===== config.mk =====
export PLATFORM = sky130hd
export DESIGN_NAME = kfs_queue
export DESIGN_NICKNAME = d
export VERILOG_FILES = /design/src/rtl/kfs_pkg.sv /design/src/rtl/kfs_queue.sv
export SDC_FILE = /design/constraint.sdc
export NUM_CORES = 1
export LEC_CHECK = 0
export BUFFER_PORTS_ARGS = -buffer_cell sky130_fd_sc_hd__buf_2
export CORE_AREA = 2 2 199 201
export CTS_CLUSTER_SIZE = 12
export DETAILED_ROUTE_END_ITERATION = 10
export DIE_AREA = 0 0 201 203
export PLACE_DENSITY = 0.82
export REMOVE_ABC_BUFFERS = 1
export SYNTH_ARGS = -nofsm -noshare
export SYNTH_HDL_FRONTEND = slang
export SYNTH_SLANG_ARGS = --single-unit

===== constraint.sdc =====
create_clock -name clk -period 14.33 [get_ports clk]
set_input_delay 0 -clock clk [delete_from_list [all_inputs] [get_ports clk]]
set_output_delay 0 -clock clk [all_outputs]
set_load 0.01 [all_outputs]

===== src/rtl/kfs_pkg.sv =====
// Shared types and constants for the key feature selector.
// No dependencies; every other file imports this package.
package kfs_pkg;

	localparam int FRAC_BITS   = 4;
	localparam int ID_BITS     = 16;
	localparam int NUM_SLOTS   = 5;
	localparam int SLOT_W      = 3;
	localparam int COORD_W     = 16;
	localparam int FIELD_ID_W  = 16;
	localparam int CMD_W       = 2;
	localparam int MASK_W      = NUM_SLOTS;
	localparam int CFG_W       = 13;
	localparam int CFG_IDX_W   = 1;
	localparam int QUEUE_DEPTH = 2;

	// id bits actually kept per slot
	localparam int ID_W    = (ID_BITS < FIELD_ID_W) ? ID_BITS : FIELD_ID_W;
	// centre coordinate: half of a CFG_W size, scaled to fixed point
	localparam int CTR_W   = CFG_W - 1 + FRAC_BITS;
	localparam int DIFF_W  = ((CTR_W > COORD_W) ? CTR_W : COORD_W) + 1;
	localparam int DIST_W  = DIFF_W - 1;
	localparam int PROD_W  = 2 * DIFF_W;

	localparam int RESET_WIDTH  = 640;
	localparam int RESET_HEIGHT = 480;

	localparam logic [SLOT_W-1:0] LAST_SLOT = SLOT_W'(NUM_SLOTS - 1);

	typedef logic [SLOT_W-1:0] slot_idx_t;

	typedef enum logic [CMD_W-1:0] {
		CMD_CLEAR  = 2'd0,
		CMD_OFFER  = 2'd1,
		CMD_REMOVE = 2'd2,
		CMD_READ   = 2'd3
	} cmd_t;

	typedef enum logic [CFG_IDX_W-1:0] {
		REG_IMAGE_WIDTH  = 1'd0,
		REG_IMAGE_HEIGHT = 1'd1
	} cfg_reg_t;

	// Quadrant slot codes
	localparam slot_idx_t SLOT_CENTER = 3'd0;
	localparam slot_idx_t SLOT_XP_YP  = 3'd1;
	localparam slot_idx_t SLOT_XP_YN  = 3'd2;
	localparam slot_idx_t SLOT_XN_YN  = 3'd3;
	localparam slot_idx_t SLOT_XN_YP  = 3'd4;

	// All five slots as they stand after one item
	typedef struct packed {
		logic [MASK_W-1:0]                     mask;
		logic [NUM_SLOTS-1:0]                  valid;
		logic [NUM_SLOTS-1:0][FIELD_ID_W-1:0]  id;
		logic [NUM_SLOTS-1:0][COORD_W-1:0]     x;
		logic [NUM_SLOTS-1:0][COORD_W-1:0]     y;
	} snap_t;

endpackage


===== src/rtl/kfs_queue.sv =====
// Short snapshot queue between the update front end and the result serializer.
// Depends on kfs_pkg (snap_t, QUEUE_DEPTH).
module kfs_queue import kfs_pkg::*; (
	input  logic  clk,
	input  logic  arst_n,
	input  logic  push,
	input  snap_t push_data,
	output logic  full,
	input  logic  pop,
	output snap_t head,
	output logic  empty
);

	localparam int PTR_W = (QUEUE_DEPTH > 1) ? $clog2(QUEUE_DEPTH) : 1;
	localparam int CNT_W = $clog2(QUEUE_DEPTH + 1);

	snap_t            mem_q [QUEUE_DEPTH];
	logic [PTR_W-1:0] wr_ptr_q, rd_ptr_q;
	logic [CNT_W-1:0] cnt_q;

	assign full  = (cnt_q == CNT_W'(QUEUE_DEPTH));
	assign empty = (cnt_q == '0);
	assign head  = mem_q[rd_ptr_q];

	always_ff @(posedge clk or negedge arst_n) begin
		if (!arst_n) begin
			wr_ptr_q <= '0;
			rd_ptr_q <= '0;
			cnt_q    <= '0;
		end else begin
			if (push)
				wr_ptr_q <= (wr_ptr_q == PTR_W'(QUEUE_DEPTH - 1)) ? '0 : wr_ptr_q + 1'b1;
			if (pop)
				rd_ptr_q <= (rd_ptr_q == PTR_W'(QUEUE_DEPTH - 1)) ? '0 : rd_ptr_q + 1'b1;
			if (push && !pop)
				cnt_q <= cnt_q + 1'b1;
			else if (pop && !push)
				cnt_q <= cnt_q - 1'b1;
		end
	end

	always_ff @(posedge clk) begin
		if (push)
			mem_q[wr_ptr_q] <= push_data;
	end

`ifndef SYNTHESIS
	a_no_overrun: assert property (@(posedge clk) disable iff (!arst_n)
		(push && !pop) |-> !full)
		else $error("snapshot queue overrun");
`endif

endmodule


# == Yosys cells after proc, flatten, opt, wreduce, memory -nomap -nowiden ==
# Memories as Yosys holds them, arrays and structs flattened.
# Index checks and enable logic that the tools add are counted.
# Widths: inputs -> output; s select.
# op_classes
n_reduce_logical,6
add_sub_neg,4
eq_ne,1
mux,6
# ops
operator,count
$mux 1,4
$mux 2,2
$add 1x1->1 const B,2
$add 2x1->2 const B,1
$eq 2x2->1 const B,1
$logic_and 1x1->1,2
$logic_not 1->1,2
$logic_not 2->1,1
$reduce_bool 2->1,1
$sub 2x1->2 const B,1
# totals
output_inout_bits,252
reg_bits,4
mem_bits_rw,500
mem_count,1
# mem_list
memory,words,word_bits,read_ports,rd_ports_with_merged_regs,write_ports,line_no,source
mem_q,2,250,1,0,1,kfs_queue.sv:17,snap_t mem_q [QUEUE_DEPTH];

# == Logic depth before layout (Yosys ltp) ==
# Gate-level depths: netlist of run 1.
# depth
ltp_word,4
depth_mapped,5
depth_no_buf,5

# == Least setup slack after synthesis of run 1 ==
# No wires, ideal clock.
# synth_timing
path_type,register -> register
startpoint,register wr_ptr_q
endpoint,"memory mem_q[0][0] (netlist bit), enable pin"
path_buffers,0
arrival_time_ps,11417
path_slack_ps,2018
stages_incl_launch_ff,2
required_ps,13435
setup_time_ps,895
cell_sequence,dfrtp_1 > nor2b_1
# synth_lines
element,line_no,source
"start, declared",kfs_queue.sv:18,"logic [PTR_W-1:0] wr_ptr_q, rd_ptr_q;"
"start signal, assigned",kfs_queue.sv:32,wr_ptr_q <= (wr_ptr_q == PTR_W'(QUEUE_DEPTH - 1)) ? '0 : wr_ptr_q + 1'b1;
"end, declared",kfs_queue.sv:17,
# Straight into the memory's write port.

==> run_summary.xml, run 1 <==
<?xml version="1.0" encoding="UTF-8"?>
<metrics>
  <group name="sta">
    <metric name="max_freq" unit="MHz">267</metric>
    <metric name="worst_pin_slew" unit="ps">1080</metric>
    <metric name="skew" unit="ps">14.8</metric>
    <metric name="timing.final.max_slew_violations" unit="">0</metric>
    <metric name="rsz0062_at_grt" unit="">false</metric>
    <metric name="min_period" unit="ps">3750</metric>
    <metric name="finalHoldViolations" unit="">0</metric>
    <metric name="slew-limit-headroom" unit="%">28.2</metric>
    <metric name="finalHoldWorstSlack" unit="ps">157</metric>
    <metric name="setup_viol" unit="">0</metric>
    <metric name="timing.setup.tns" unit="ps">0</metric>
    <metric name="fin_crit_sh" unit="%">26.1</metric>
    <metric name="setup_ws" unit="ps">10580</metric>
  </group>
  <group name="pwr">
    <metric name="peakVddDrop" unit="V">0.000169</metric>
    <metric name="power-per-cell-area" unit="nW/um^2">184</metric>
    <metric name="p_leak" unit="nW">10.4</metric>
  </group>
  <group name="synthesis">
    <metric name="flip_flop_and_latch_count_after_synthesis" unit="">504</metric>
    <metric name="post_synth_instance_area" unit="um^2">19000</metric>
    <metric name="yosysWarningCount" unit="">0</metric>
    <metric name="synth-seq-area-share" unit="%">79.5</metric>
    <metric name="syn_avg_cell_area" unit="um^2">23.9</metric>
    <metric name="post_synth_num_cell_types" unit="">13</metric>
    <metric name="synth_cells" unit="">794</metric>
  </group>
  <group name="route">
    <metric name="num_vias" unit="">10700</metric>
    <metric name="met3RoutedLength" unit="um">3140</metric>
    <metric name="drcViolationCount" unit="">0</metric>
    <metric name="first_pass_iters" unit="">5</metric>
    <metric name="highest-signal-layer" unit="">met4</metric>
    <metric name="route.antenna.remaining_nets" unit="">0</metric>
    <metric name="avgViaCountPerCell" unit="">5.02</metric>
    <metric name="detail_route.iter0.violations" unit="">704</metric>
    <metric name="wl_met1" unit="um">16700</metric>
    <metric name="wl_per_cell" unit="um">21.7</metric>
    <metric name="met2_wirelength" unit="um">24700</metric>
    <metric name="wl" unit="um">46100</metric>
  </group>
  <group name="worst_setup_path">
    <metric name="path_class" unit="">reg -&gt; out</metric>
    <metric name="critical_path.reg2reg.endpoint" unit="">mem_q[1][60]$_DFFE_PP_</metric>
    <metric name="r2r_setup_slack" unit="ps">11200</metric>
    <metric name="critical_path.max_fanout" unit="">53</metric>
    <metric name="crit_required" unit="ps">14330</metric>
    <metric name="cp.arrival" unit="ps">3750</metric>
    <metric name="r2r_start" unit="">wr_ptr_q$_DFFE_PN0P_</metric>
    <metric name="cp-end-kind" unit="">primary output</metric>
    <metric name="worst-r2r-cell-count" unit="">3</metric>
    <metric name="critical_path.startpoint_type" unit="">flop</metric>
  </group>
  <group name="floorplan">
    <metric name="die_area" unit="um^2">40800</metric>
    <metric name="floorplan.rows" unit="">72</metric>
    <metric name="initial_core_utilization" unit="%">49.4</metric>
    <metric name="io-pin-count" unit="">506</metric>
    <metric name="die_x" unit="um">201</metric>
    <metric name="core_region_area" unit="um^2">38500</metric>
    <metric name="dieHeight" unit="um">203</metric>
  </group>
  <group name="grt">
    <metric name="grt.total_usage" unit="%">22.0</metric>
    <metric name="global_route.overflow_total" unit="">0</metric>
    <metric name="number_of_antenna_violations_at_the_first_check_in_global_routing" unit="">4</metric>
    <metric name="global_route_wire_length_before_repair" unit="um">67700</metric>
    <metric name="via_count_of_the_first_global_routing_pass" unit="">11800</metric>
    <metric name="grt_max_degree" unit="">80</metric>
  </group>
  <group name="run_status">
    <metric name="run_status" unit="">completed</metric>
  </group>
  <group name="worst_hold_path">
    <metric name="hold_class" unit="">in -&gt; reg</metric>
    <metric name="hold-path-cell-count" unit="">2</metric>
    <metric name="hp-start" unit="">push_data[170]</metric>
    <metric name="min_to" unit="">mem_q[1][170]$_DFFE_PP_</metric>
  </group>
  <group name="place">
    <metric name="dp_hpwl" unit="um">27200</metric>
    <metric name="finalWeightedCongestion" unit="">0.771</metric>
    <metric name="dp_worst_setup_slack" unit="ps">11180</metric>
    <metric name="placement.io_buffers" unit="">505</metric>
  </group>
  <group name="clock_network">
    <metric name="insertion_delay" unit="ps">570</metric>
    <metric name="cts_root_buffer" unit="">clkbuf_16</metric>
    <metric name="clk_transition_reported_paths" unit="ps">60</metric>
    <metric name="cts_sinks" unit="">504</metric>
    <metric name="cts-root-to-sink-buffers" unit="">3</metric>
    <metric name="tritoncts" unit="">done</metric>
    <metric name="cts_buffers" unit="">50</metric>
    <metric name="cts_max_level" unit="">2</metric>
  </group>
  <group name="cells_and_area">
    <metric name="share_of_cells_above_drive_strength_1" unit="%">51.4</metric>
    <metric name="p_r_area_growth_vs_syn" unit="%">36.6</metric>
    <metric name="nNetsFinal" unit="">1843</metric>
  </group>
  <group name="run">
    <metric name="maxCapViolations" unit="">0</metric>
  </group>
</metrics>
[power by group]
group	internal, mW	switching [mW]	total [mW]
logic	0.756	0.777	1.53
registers	1.96	0.106	2.07
clock network	0.660	0.512	1.17
total	3.38	1.40	4.77
[synth_stat cells, drive strengths merged]
cell type	number	share of area, %
and2	1	0.033
buf	28	1.5
dfrtp	4	0.53
edfxtp	500	79
ha	1	0.066
inv	1	0.020
mux2	250	19
nor2	2	0.040
nor2b	2	0.066
xnor2	1	0.046
xor2	4	0.18
[cell usage in the layout (no fill, tap or decap), types with 3 or more instances in the layout]
master	count
clkbuf_1	10
mux2_2	60
clkbuf_16	53
buf_4	11
mux2_4	190
dlygate4sd3_1	254
clkinv_1	5
xor2_1	4
edfxtp_1	500
diode_2	3
buf_2	505
dfrtp_1	3
[flip-flops by register name, summed over array words and instances, names as in the netlist]
signal,flops
cnt_q,2
wr_ptr_q,1
mem_q,500
rd_ptr_q,1
[worst max-delay path, stage by stage (launching register included)]
cell and delay [ps]:
dfrtp_4 890, buf_4 760, buf_4 860, mux2_4 360
buf_2 150
[metal layers]
metal,up-vias,track usage [%]
li1,4747,-
met1,5306,24.7
met2,530,40.5
met3,102,4.99
met4,0,9.26
met5,-,0
[worst max-delay path by stage]
stage	from	end	slack (ps)	depth (start not counted)
finish	rd_ptr_q$_DFFE_PN0P_	head[155]	10580	4
global route	rd_ptr_q$_DFFE_PN0P_	head[243]	10420	4
CTS	rd_ptr_q$_DFFE_PN0P_	head[243]	10550	4
detailed placement	rd_ptr_q$_DFFE_PN0P_	head[243]	11180	4
global placement	rd_ptr_q$_DFFE_PN0P_	head[243]	11250	4
floorplan	wr_ptr_q$_DFFE_PN0P_	mem_q[0][0]$_DFFE_PP_	2020	1
[cells by family (layout without fill, tap and decap cells)]
kind of cell               count (synthesis)  after routing  synth area share, %
xor gates and xnor gates                   5              5                0.230
adders and majority gates                  1              1               0.0658
buffers and inverters                     29            843                 1.48
DFF                                      504            504                 79.5
muxes                                    250            250                 18.6
other                                      0              3                    0
and+or+nand+nor                            5              5                0.138
[stage by stage]
stage          power (mW)  std cells  util (%)  instance area, um^2
2_1_floorplan        3.44        766         -                18700
3_3_place_gp         3.51       1800      57.2                22000
3_5_place_dp         3.55       1800      57.2                22000
4_1_cts              4.77       2126      67.5                26000
5_1_grt              4.95       2129      67.5                26000
6_report             4.77       2129      67.5                26000
[final cells by class]
class                   count  area, um^2
repair buffers            770        5150
flip-flops and latches    504       15100
inverters                   1        3.75
clock inverters             9        43.8
fillers                  2341       12500
diodes                      3        7.51
well taps                 518         648
clock buffers              63        1360
multi-input cells         261        3620
[what timing repair did]
item / in CTS / in global routing
buffers inserted: 0 / 0
hold buffers: 254 / 0
gates resized for setup: 0 / 0
hold endpoints to repair: 508 / 0
No activity file was read; power rests on OpenSTA's default activity.
==> run 2: changes to the inputs <==
--- a/config.mk
+++ b/config.mk
@@ -5,11 +5,11 @@
 export SDC_FILE = /design/constraint.sdc
 export NUM_CORES = 1
 export LEC_CHECK = 0
+export ABC_AREA = 1
 export BUFFER_PORTS_ARGS = -buffer_cell sky130_fd_sc_hd__buf_2
-export CORE_AREA = 2 2 199 201
+export CORE_UTILIZATION = 47
 export CTS_CLUSTER_SIZE = 12
 export DETAILED_ROUTE_END_ITERATION = 10
-export DIE_AREA = 0 0 201 203
 export PLACE_DENSITY = 0.82
 export REMOVE_ABC_BUFFERS = 1
 export SYNTH_ARGS = -nofsm -noshare
==> constraint.sdc (replaced) <==
create_clock -name clk -period 3.2 [get_ports clk]
set_input_delay 0 -clock clk [delete_from_list [all_inputs] [get_ports clk]]
set_output_delay 0 -clock clk [all_outputs]
set_load 0.01 [all_outputs]
==> run_summary.xml, run 2 <==
<?xml version="1.0" encoding="UTF-8"?>
<metrics>
  <group name="sta">
    <metric name="min_period" unit="ps">2340</metric>
    <metric name="max_freq" unit="MHz">428</metric>
    <metric name="fin_crit_sh" unit="%">73.0</metric>
    <metric name="rsz0062_at_grt" unit="">false</metric>
    <metric name="finalHoldViolations" unit="">0</metric>
    <metric name="finalHoldWorstSlack" unit="ps">141</metric>
    <metric name="slew-limit-headroom" unit="%">54.0</metric>
    <metric name="setup_ws" unit="ps">863</metric>
    <metric name="worst_pin_slew" unit="ps">691</metric>
    <metric name="timing.final.max_slew_violations" unit="">0</metric>
    <metric name="timing.setup.tns" unit="ps">0</metric>
    <metric name="setup_viol" unit="">0</metric>
    <metric name="skew" unit="ps">11.2</metric>
  </group>
  <group name="cells_and_area">
    <metric name="register_name_with_the_most_flops" unit="">mem_q</metric>
    <metric name="reg_area" unit="um^2">15100</metric>
    <metric name="leading_cell_type_in_the_layout_fill_and_taps_excluded" unit="">buf_2</metric>
    <metric name="finish.utilization" unit="%">65.9</metric>
    <metric name="area_of_combinational_cells_with_multiple_inputs" unit="um^2">3620</metric>
    <metric name="share_of_cells_above_drive_strength_1" unit="%">51.3</metric>
    <metric name="p_r_area_growth_vs_syn" unit="%">37.9</metric>
    <metric name="final_cell_mix" unit="">505 x buf_2, 500 x edfxtp_1, 254 x dlygate4sd3_1</metric>
    <metric name="final.fill_count" unit="">2501</metric>
    <metric name="number_of_flip_flops_under_the_largest_register_name" unit="">500</metric>
    <metric name="layout_top_registers" unit="">mem_q (500), cnt_q (2)</metric>
    <metric name="nNetsFinal" unit="">1863</metric>
  </group>
  <group name="route">
    <metric name="met3RoutedLength" unit="um">3620</metric>
    <metric name="wl" unit="um">46500</metric>
    <metric name="met2_wirelength" unit="um">24300</metric>
    <metric name="highest-signal-layer" unit="">met5</metric>
    <metric name="first_pass_iters" unit="">5</metric>
    <metric name="num_vias" unit="">10800</metric>
    <metric name="drcViolationCount" unit="">0</metric>
    <metric name="detail_route.iter0.violations" unit="">586</metric>
    <metric name="wl_per_cell" unit="um">21.5</metric>
    <metric name="route.antenna.remaining_nets" unit="">0</metric>
    <metric name="avgViaCountPerCell" unit="">4.99</metric>
    <metric name="wl_met1" unit="um">16700</metric>
  </group>
  <group name="clock_network">
    <metric name="insertion_delay" unit="ps">570</metric>
    <metric name="cts-root-to-sink-buffers" unit="">3</metric>
    <metric name="clk_transition_reported_paths" unit="ps">60</metric>
    <metric name="tritoncts" unit="">done</metric>
    <metric name="cts_buffers" unit="">50</metric>
    <metric name="cts_root_buffer" unit="">clkbuf_16</metric>
    <metric name="cts_sinks" unit="">504</metric>
    <metric name="cts_max_level" unit="">2</metric>
  </group>
  <group name="worst_setup_path">
    <metric name="r2r_setup_slack" unit="ps">1340</metric>
    <metric name="critical_path.reg2reg.endpoint" unit="">mem_q[1][30]$_DFFE_PP_</metric>
    <metric name="r2r_start" unit="">wr_ptr_q$_DFFE_PN0P_</metric>
    <metric name="endpoint" unit="">head[21]</metric>
    <metric name="max_stage_delay" unit="ps">600</metric>
    <metric name="crit_required" unit="ps">3200</metric>
    <metric name="critical_path.startpoint_type" unit="">flop</metric>
    <metric name="critical_path.cell_chain" unit="">buf_12 &gt; mux2_2 &gt; buf_2</metric>
    <metric name="cp.arrival" unit="ps">2340</metric>
    <metric name="worst-r2r-cell-count" unit="">3</metric>
    <metric name="path_class" unit="">reg -&gt; out</metric>
    <metric name="critical_path.max_fanout" unit="">85</metric>
    <metric name="critical_path.startpoint" unit="">rd_ptr_q$_DFFE_PN0P_</metric>
    <metric name="worst_path_max_delay_cell" unit="">dfrtp_4</metric>
    <metric name="cp-end-kind" unit="">primary output</metric>
  </group>
  <group name="grt">
    <metric name="grt_max_degree" unit="">88</metric>
    <metric name="grt.total_usage" unit="%">22.1</metric>
    <metric name="global_route.overflow_total" unit="">0</metric>
    <metric name="global_route_wire_length_before_repair" unit="um">68100</metric>
    <metric name="via_count_of_the_first_global_routing_pass" unit="">11700</metric>
    <metric name="number_of_antenna_violations_at_the_first_check_in_global_routing" unit="">7</metric>
  </group>
  <group name="place">
    <metric name="finalWeightedCongestion" unit="">0.785</metric>
    <metric name="placement.io_buffers" unit="">505</metric>
    <metric name="dp_hpwl" unit="um">27200</metric>
    <metric name="dp_worst_setup_slack" unit="ps">1340</metric>
  </group>
  <group name="floorplan">
    <metric name="io-pin-count" unit="">506</metric>
    <metric name="core_region_area" unit="um^2">39800</metric>
    <metric name="die_x" unit="um">203</metric>
    <metric name="initial_core_utilization" unit="%">47.8</metric>
    <metric name="dieHeight" unit="um">203</metric>
    <metric name="die_area" unit="um^2">41300</metric>
    <metric name="floorplan.rows" unit="">73</metric>
  </group>
  <group name="worst_hold_path">
    <metric name="hold_class" unit="">in -&gt; reg</metric>
  </group>
  <group name="synthesis">
    <metric name="synthTopCellsByArea" unit="">edfxtp_1 79%, mux2_4 15%, mux2_2 3.6%</metric>
    <metric name="post_synth_instance_area" unit="um^2">19000</metric>
    <metric name="flip_flop_and_latch_count_after_synthesis" unit="">504</metric>
    <metric name="syn_avg_cell_area" unit="um^2">23.7</metric>
    <metric name="synth-async-reset-ratio" unit="%">0.794</metric>
    <metric name="synth-seq-area-share" unit="%">79.4</metric>
    <metric name="netlist_top_cells_count" unit="">500 x edfxtp_1, 190 x mux2_4, 60 x mux2_2, 22 x buf_6, 7 x inv_1</metric>
    <metric name="synthDominantCellAreaShare" unit="%">78.9</metric>
    <metric name="synth_cells" unit="">803</metric>
    <metric name="post-synth-top-area-cell" unit="">edfxtp_1</metric>
    <metric name="synth-edff-count" unit="">500</metric>
    <metric name="yosys.cell_count.top_type" unit="">edfxtp_1</metric>
    <metric name="ys_dominant_reg_cell" unit="">edfxtp_1</metric>
    <metric name="post_synth_num_cell_types" unit="">14</metric>
    <metric name="yosysWarningCount" unit="">0</metric>
  </group>
  <group name="run">
    <metric name="maxCapViolations" unit="">0</metric>
  </group>
  <group name="pwr">
    <metric name="peakVddDrop" unit="V">0.000646</metric>
    <metric name="p_leak" unit="nW">10.5</metric>
    <metric name="power-per-cell-area" unit="nW/um^2">823</metric>
  </group>
  <group name="run_status">
    <metric name="run_status" unit="">completed</metric>
  </group>
</metrics>
==> run 2: report_power, final <==
group | switching [mW] | leakage [nW] | internal (mW) | total (mW)
clock network | 2.32 | 0.677 | 2.96 | 5.27
logic | 3.64 | 5.08 | 3.53 | 7.17
registers | 0.395 | 4.74 | 8.76 | 9.15
==> run 2: worst max-delay path, delay by kind of cell, from the launching register on <==
kind	cells	cell delay, ps
multiplexers	1	420
flip-flops	1	600
buffers and inverters	2	660
==> run 2: metrics by stage <==
| stage | power [mW] | instances | area (um^2) |
|---|---|---|---|
| 2_1_floorplan | 12.2 | 775 | 18700 |
| 3_3_place_gp | 15.9 | 1827 | 22300 |
| 3_5_place_dp | 16.1 | 1827 | 22300 |
| 4_1_cts | 21.5 | 2154 | 26200 |
| 5_1_grt | 22.4 | 2161 | 26200 |
| 6_report | 21.6 | 2162 | 26200 |
==> run 2: kinds of logic (layout without fill, tap and decap cells) <==
| kind of cell | Yosys count | in the layout | share of synthesized area (%) |
|---|---|---|---|
| xor+xnor | 3 | 3 | 0.138 |
| fa+ha+maj | 1 | 1 | 0.0657 |
| buf+inv | 35 | 861 | 1.60 |
| flops | 504 | 504 | 79.4 |
| mux | 250 | 250 | 18.5 |
| other cells | 0 | 8 | 0 |
| simple gates | 10 | 10 | 0.217 |
==> run 2: what timing repair did <==
item                      CTS  global route
hold endpoints to repair  515             0
resized for setup           0             0
buffers inserted            0             0
hold buffers              254             0
==> run 2: worst min path at each step <==
| stage | startpoint | to | slack, ps | cells after the start |
|---|---|---|---|---|
| after floorplan | arst_n | cnt_q[0]$_DFFE_PN0P_ | -300 | 0 |
| after global placement | arst_n | cnt_q[1]$_DFFE_PN0P_ | -180 | 1 |
| after detailed placement | arst_n | cnt_q[0]$_DFFE_PN0P_ | -180 | 1 |
| after CTS | push_data[2] | mem_q[1][2]$_DFFE_PP_ | 110 | 2 |
| after global routing | push_data[46] | mem_q[1][46]$_DFFE_PP_ | 120 | 2 |
| final | push_data[107] | mem_q[1][107]$_DFFE_PP_ | 140 | 2 |
==> run 2: final cells by class <==
class / count / share of cell area [%]
Clock buffer: 64 / 5.05
Multi-Input combinational cell: 264 / 13.8
Timing Repair Buffer: 781 / 20.5
Sequential cell: 504 / 57.6
Clock inverter: 9 / 0.286
Inverter: 7 / 0.129
Antenna cell: 8 / 0.0763
Tap cell: 525 / 2.50
==> run 2: metal layers <==
layer	up-vias	track usage, %
li1	4804	-
met1	5341	24.9
met2	538	39.2
met3	111	5.90
met4	2	10.2
met5	-	0
==> run 3: changes to the inputs <==
==> constraint.sdc (replaced) <==
create_clock -name clk -period 2.1 [get_ports clk]
set_input_delay 0 -clock clk [delete_from_list [all_inputs] [get_ports clk]]
set_output_delay 0 -clock clk [all_outputs]
set_load 0.01 [all_outputs]
==> run_summary.xml, run 3 (synthesized netlist as in run 2, its figures left out) <==
<?xml version="1.0" encoding="UTF-8"?>
<metrics>
  <group name="grt">
    <metric name="global_route_wire_length_before_repair" unit="um">66800</metric>
    <metric name="number_of_antenna_violations_at_the_first_check_in_global_routing" unit="">2</metric>
    <metric name="grt_max_degree" unit="">103</metric>
    <metric name="via_count_of_the_first_global_routing_pass" unit="">11900</metric>
    <metric name="grt.total_usage" unit="%">21.8</metric>
    <metric name="global_route.overflow_total" unit="">0</metric>
  </group>
  <group name="route">
    <metric name="num_vias" unit="">10800</metric>
    <metric name="first_pass_iters" unit="">5</metric>
    <metric name="drcViolationCount" unit="">0</metric>
    <metric name="avgViaCountPerCell" unit="">4.96</metric>
    <metric name="wl_per_cell" unit="um">21.1</metric>
    <metric name="wl" unit="um">45800</metric>
    <metric name="route.antenna.remaining_nets" unit="">0</metric>
    <metric name="detail_route.iter0.violations" unit="">592</metric>
  </group>
  <group name="pwr">
    <metric name="fraction_of_power_consumed_by_combinational_cells" unit="%">33.8</metric>
    <metric name="p_leak" unit="nW">10.6</metric>
    <metric name="peakVddDrop" unit="V">0.000912</metric>
    <metric name="p_clk_share" unit="%">24.2</metric>
    <metric name="seq_power_share" unit="%">42.0</metric>
    <metric name="power" unit="mW">33.1</metric>
    <metric name="power-per-cell-area" unit="nW/um^2">1260</metric>
    <metric name="switching_share" unit="%">29.0</metric>
    <metric name="internal_power" unit="mW">23.5</metric>
    <metric name="net-switching-power" unit="mW">9.63</metric>
  </group>
  <group name="worst_setup_path">
    <metric name="cp.arrival" unit="ps">2030</metric>
    <metric name="critPathBufInv" unit="">2</metric>
    <metric name="critical_path.top_delay_family" unit="">flip-flops</metric>
    <metric name="critical_path.max_fanout" unit="">56</metric>
    <metric name="critical_path.startpoint_type" unit="">flop</metric>
    <metric name="worst_path_max_delay_cell" unit="">dfrtp_4</metric>
    <metric name="cp-end-kind" unit="">primary output</metric>
    <metric name="critical_path.cell_chain" unit="">buf_16 &gt; mux2_2 &gt; buf_2</metric>
    <metric name="max_stage_delay" unit="ps">520</metric>
    <metric name="crit_required" unit="ps">2100</metric>
    <metric name="path_class" unit="">reg -&gt; out</metric>
  </group>
  <group name="clock_network">
    <metric name="cts_buffers" unit="">50</metric>
    <metric name="cts_sinks" unit="">504</metric>
    <metric name="clk_transition_reported_paths" unit="ps">60</metric>
    <metric name="tritoncts" unit="">done</metric>
    <metric name="insertion_delay" unit="ps">570</metric>
    <metric name="cts_max_level" unit="">2</metric>
    <metric name="cts_root_buffer" unit="">clkbuf_16</metric>
    <metric name="cts-root-to-sink-buffers" unit="">3</metric>
  </group>
  <group name="floorplan">
    <metric name="io-pin-count" unit="">506</metric>
    <metric name="die_x" unit="um">203</metric>
    <metric name="core_region_area" unit="um^2">39800</metric>
    <metric name="floorplan.rows" unit="">73</metric>
    <metric name="initial_core_utilization" unit="%">47.8</metric>
    <metric name="dieHeight" unit="um">203</metric>
    <metric name="die_area" unit="um^2">41300</metric>
  </group>
  <group name="run_status">
    <metric name="run_status" unit="">completed</metric>
  </group>
  <group name="cells_and_area">
    <metric name="number_of_flip_flops_under_the_largest_register_name" unit="">500</metric>
    <metric name="post_layout_nonfiller_instances" unit="">2168</metric>
    <metric name="layout_top_registers" unit="">mem_q (500), cnt_q (2)</metric>
    <metric name="leading_cell_type_in_the_layout_fill_and_taps_excluded" unit="">buf_2</metric>
    <metric name="share_of_cells_above_drive_strength_1" unit="%">51.6</metric>
    <metric name="final_cell_mix" unit="">505 x buf_2, 500 x edfxtp_1, 254 x dlygate4sd3_1</metric>
    <metric name="p_r_area_growth_vs_syn" unit="%">38.6</metric>
    <metric name="final.fill_count" unit="">2514</metric>
    <metric name="nNetsFinal" unit="">1871</metric>
    <metric name="register_name_with_the_most_flops" unit="">mem_q</metric>
  </group>
  <group name="worst_hold_path">
    <metric name="hold_class" unit="">in -&gt; reg</metric>
  </group>
  <group name="place">
    <metric name="placement.io_buffers" unit="">505</metric>
    <metric name="dp_hpwl" unit="um">26900</metric>
    <metric name="dp_worst_setup_slack" unit="ps">534</metric>
    <metric name="dp_cells" unit="">1829</metric>
    <metric name="finalWeightedCongestion" unit="">0.788</metric>
  </group>
  <group name="sta">
    <metric name="min_period" unit="ps">2030</metric>
    <metric name="finalHoldViolations" unit="">0</metric>
    <metric name="rsz0062_at_grt" unit="">false</metric>
    <metric name="setup_viol" unit="">0</metric>
    <metric name="max_freq" unit="MHz">492</metric>
    <metric name="skew" unit="ps">10.5</metric>
    <metric name="fin_crit_sh" unit="%">96.8</metric>
    <metric name="setup_ws" unit="ps">66.4</metric>
    <metric name="slew-limit-headroom" unit="%">59.0</metric>
    <metric name="worst_pin_slew" unit="ps">615</metric>
    <metric name="timing.final.max_slew_violations" unit="">0</metric>
  </group>
  <group name="run">
    <metric name="maxCapViolations" unit="">0</metric>
  </group>
</metrics>
==> run 3: metrics by stage <==
step	TNS, ps	hold slack [ps]	instance area, um^2	util, %
detailed placement	0	-186	22300	56.1
global placement	0	-188	22300	56.1
floorplan	-4969710	-296	18700	-
global route	0	136	26400	66.2
finish	0	159	26400	66.2
CTS	0	104	26400	66.2
==> run 3: layout make-up <==
class / count / area, um^2 / share of cell area [%]
Inverter: 7 / 33.8 / 0.128
Antenna cell: 2 / 5.00 / 0.0190
Tap cell: 525 / 657 / 2.49
Sequential cell: 504 / 15100 / 57.3
Clock inverter: 9 / 40.0 / 0.152
Timing Repair Buffer: 789 / 5520 / 20.9
Clock buffer: 68 / 1390 / 5.28
Multi-Input combinational cell: 264 / 3620 / 13.7
==> run 3: per-layer routing <==
| layer | up-vias | GRT usage, % | share of wire, % |
|---|---|---|---|
| met5 | - | 0 | 0 |
| met4 | 0 | 10.6 | 4.2 |
| met3 | 109 | 5.75 | 8.3 |
| met2 | 569 | 38.9 | 52 |
| met1 | 5261 | 23.9 | 36 |
| li1 | 4812 | - | - |
==> run 3: power groups by stage <==
| stage | clock network, mW | registers (mW) | logic (mW) |
|---|---|---|---|
| 2_1_floorplan | 0 | 13.5 | 2.94 |
| 3_3_place_gp | 0 | 13.9 | 10.4 |
| 3_5_place_dp | 0 | 14.1 | 10.5 |
| 4_1_cts | 8.15 | 13.8 | 11.1 |
| 5_1_grt | 8.58 | 14.0 | 11.8 |
| 6_report | 8.03 | 13.9 | 11.2 |
==> run 3: what timing repair did <==
action                                  4_1_cts  5_1_grt
endpoints found under the hold margin       508        0
setup buffers                                 6        0
pin swaps                                     0        0
endpoints found under the setup margin       63        2
resized for setup                             0        1
hold buffers                                254        0
cloned                                        0        0
==> run 3: path summary, 6_finish.rpt <==
kind                            cells after the start  slack, ps                  from                 endpoint
worst max register to register                      3        510  wr_ptr_q$_DFFE_PN0P_  mem_q[0][157]$_DFFE_PP_
worst min register to register                      2        520  cnt_q[1]$_DFFE_PN0P_     cnt_q[1]$_DFFE_PN0P_
min in group asynchronous                           3        390                arst_n     rd_ptr_q$_DFFE_PN0P_
max in group asynchronous                           3       1520                arst_n     rd_ptr_q$_DFFE_PN0P_
worst max-delay path                                3         70  rd_ptr_q$_DFFE_PN0P_                head[226]
worst min-delay path                                2        160         push_data[21]   mem_q[1][21]$_DFFE_PP_
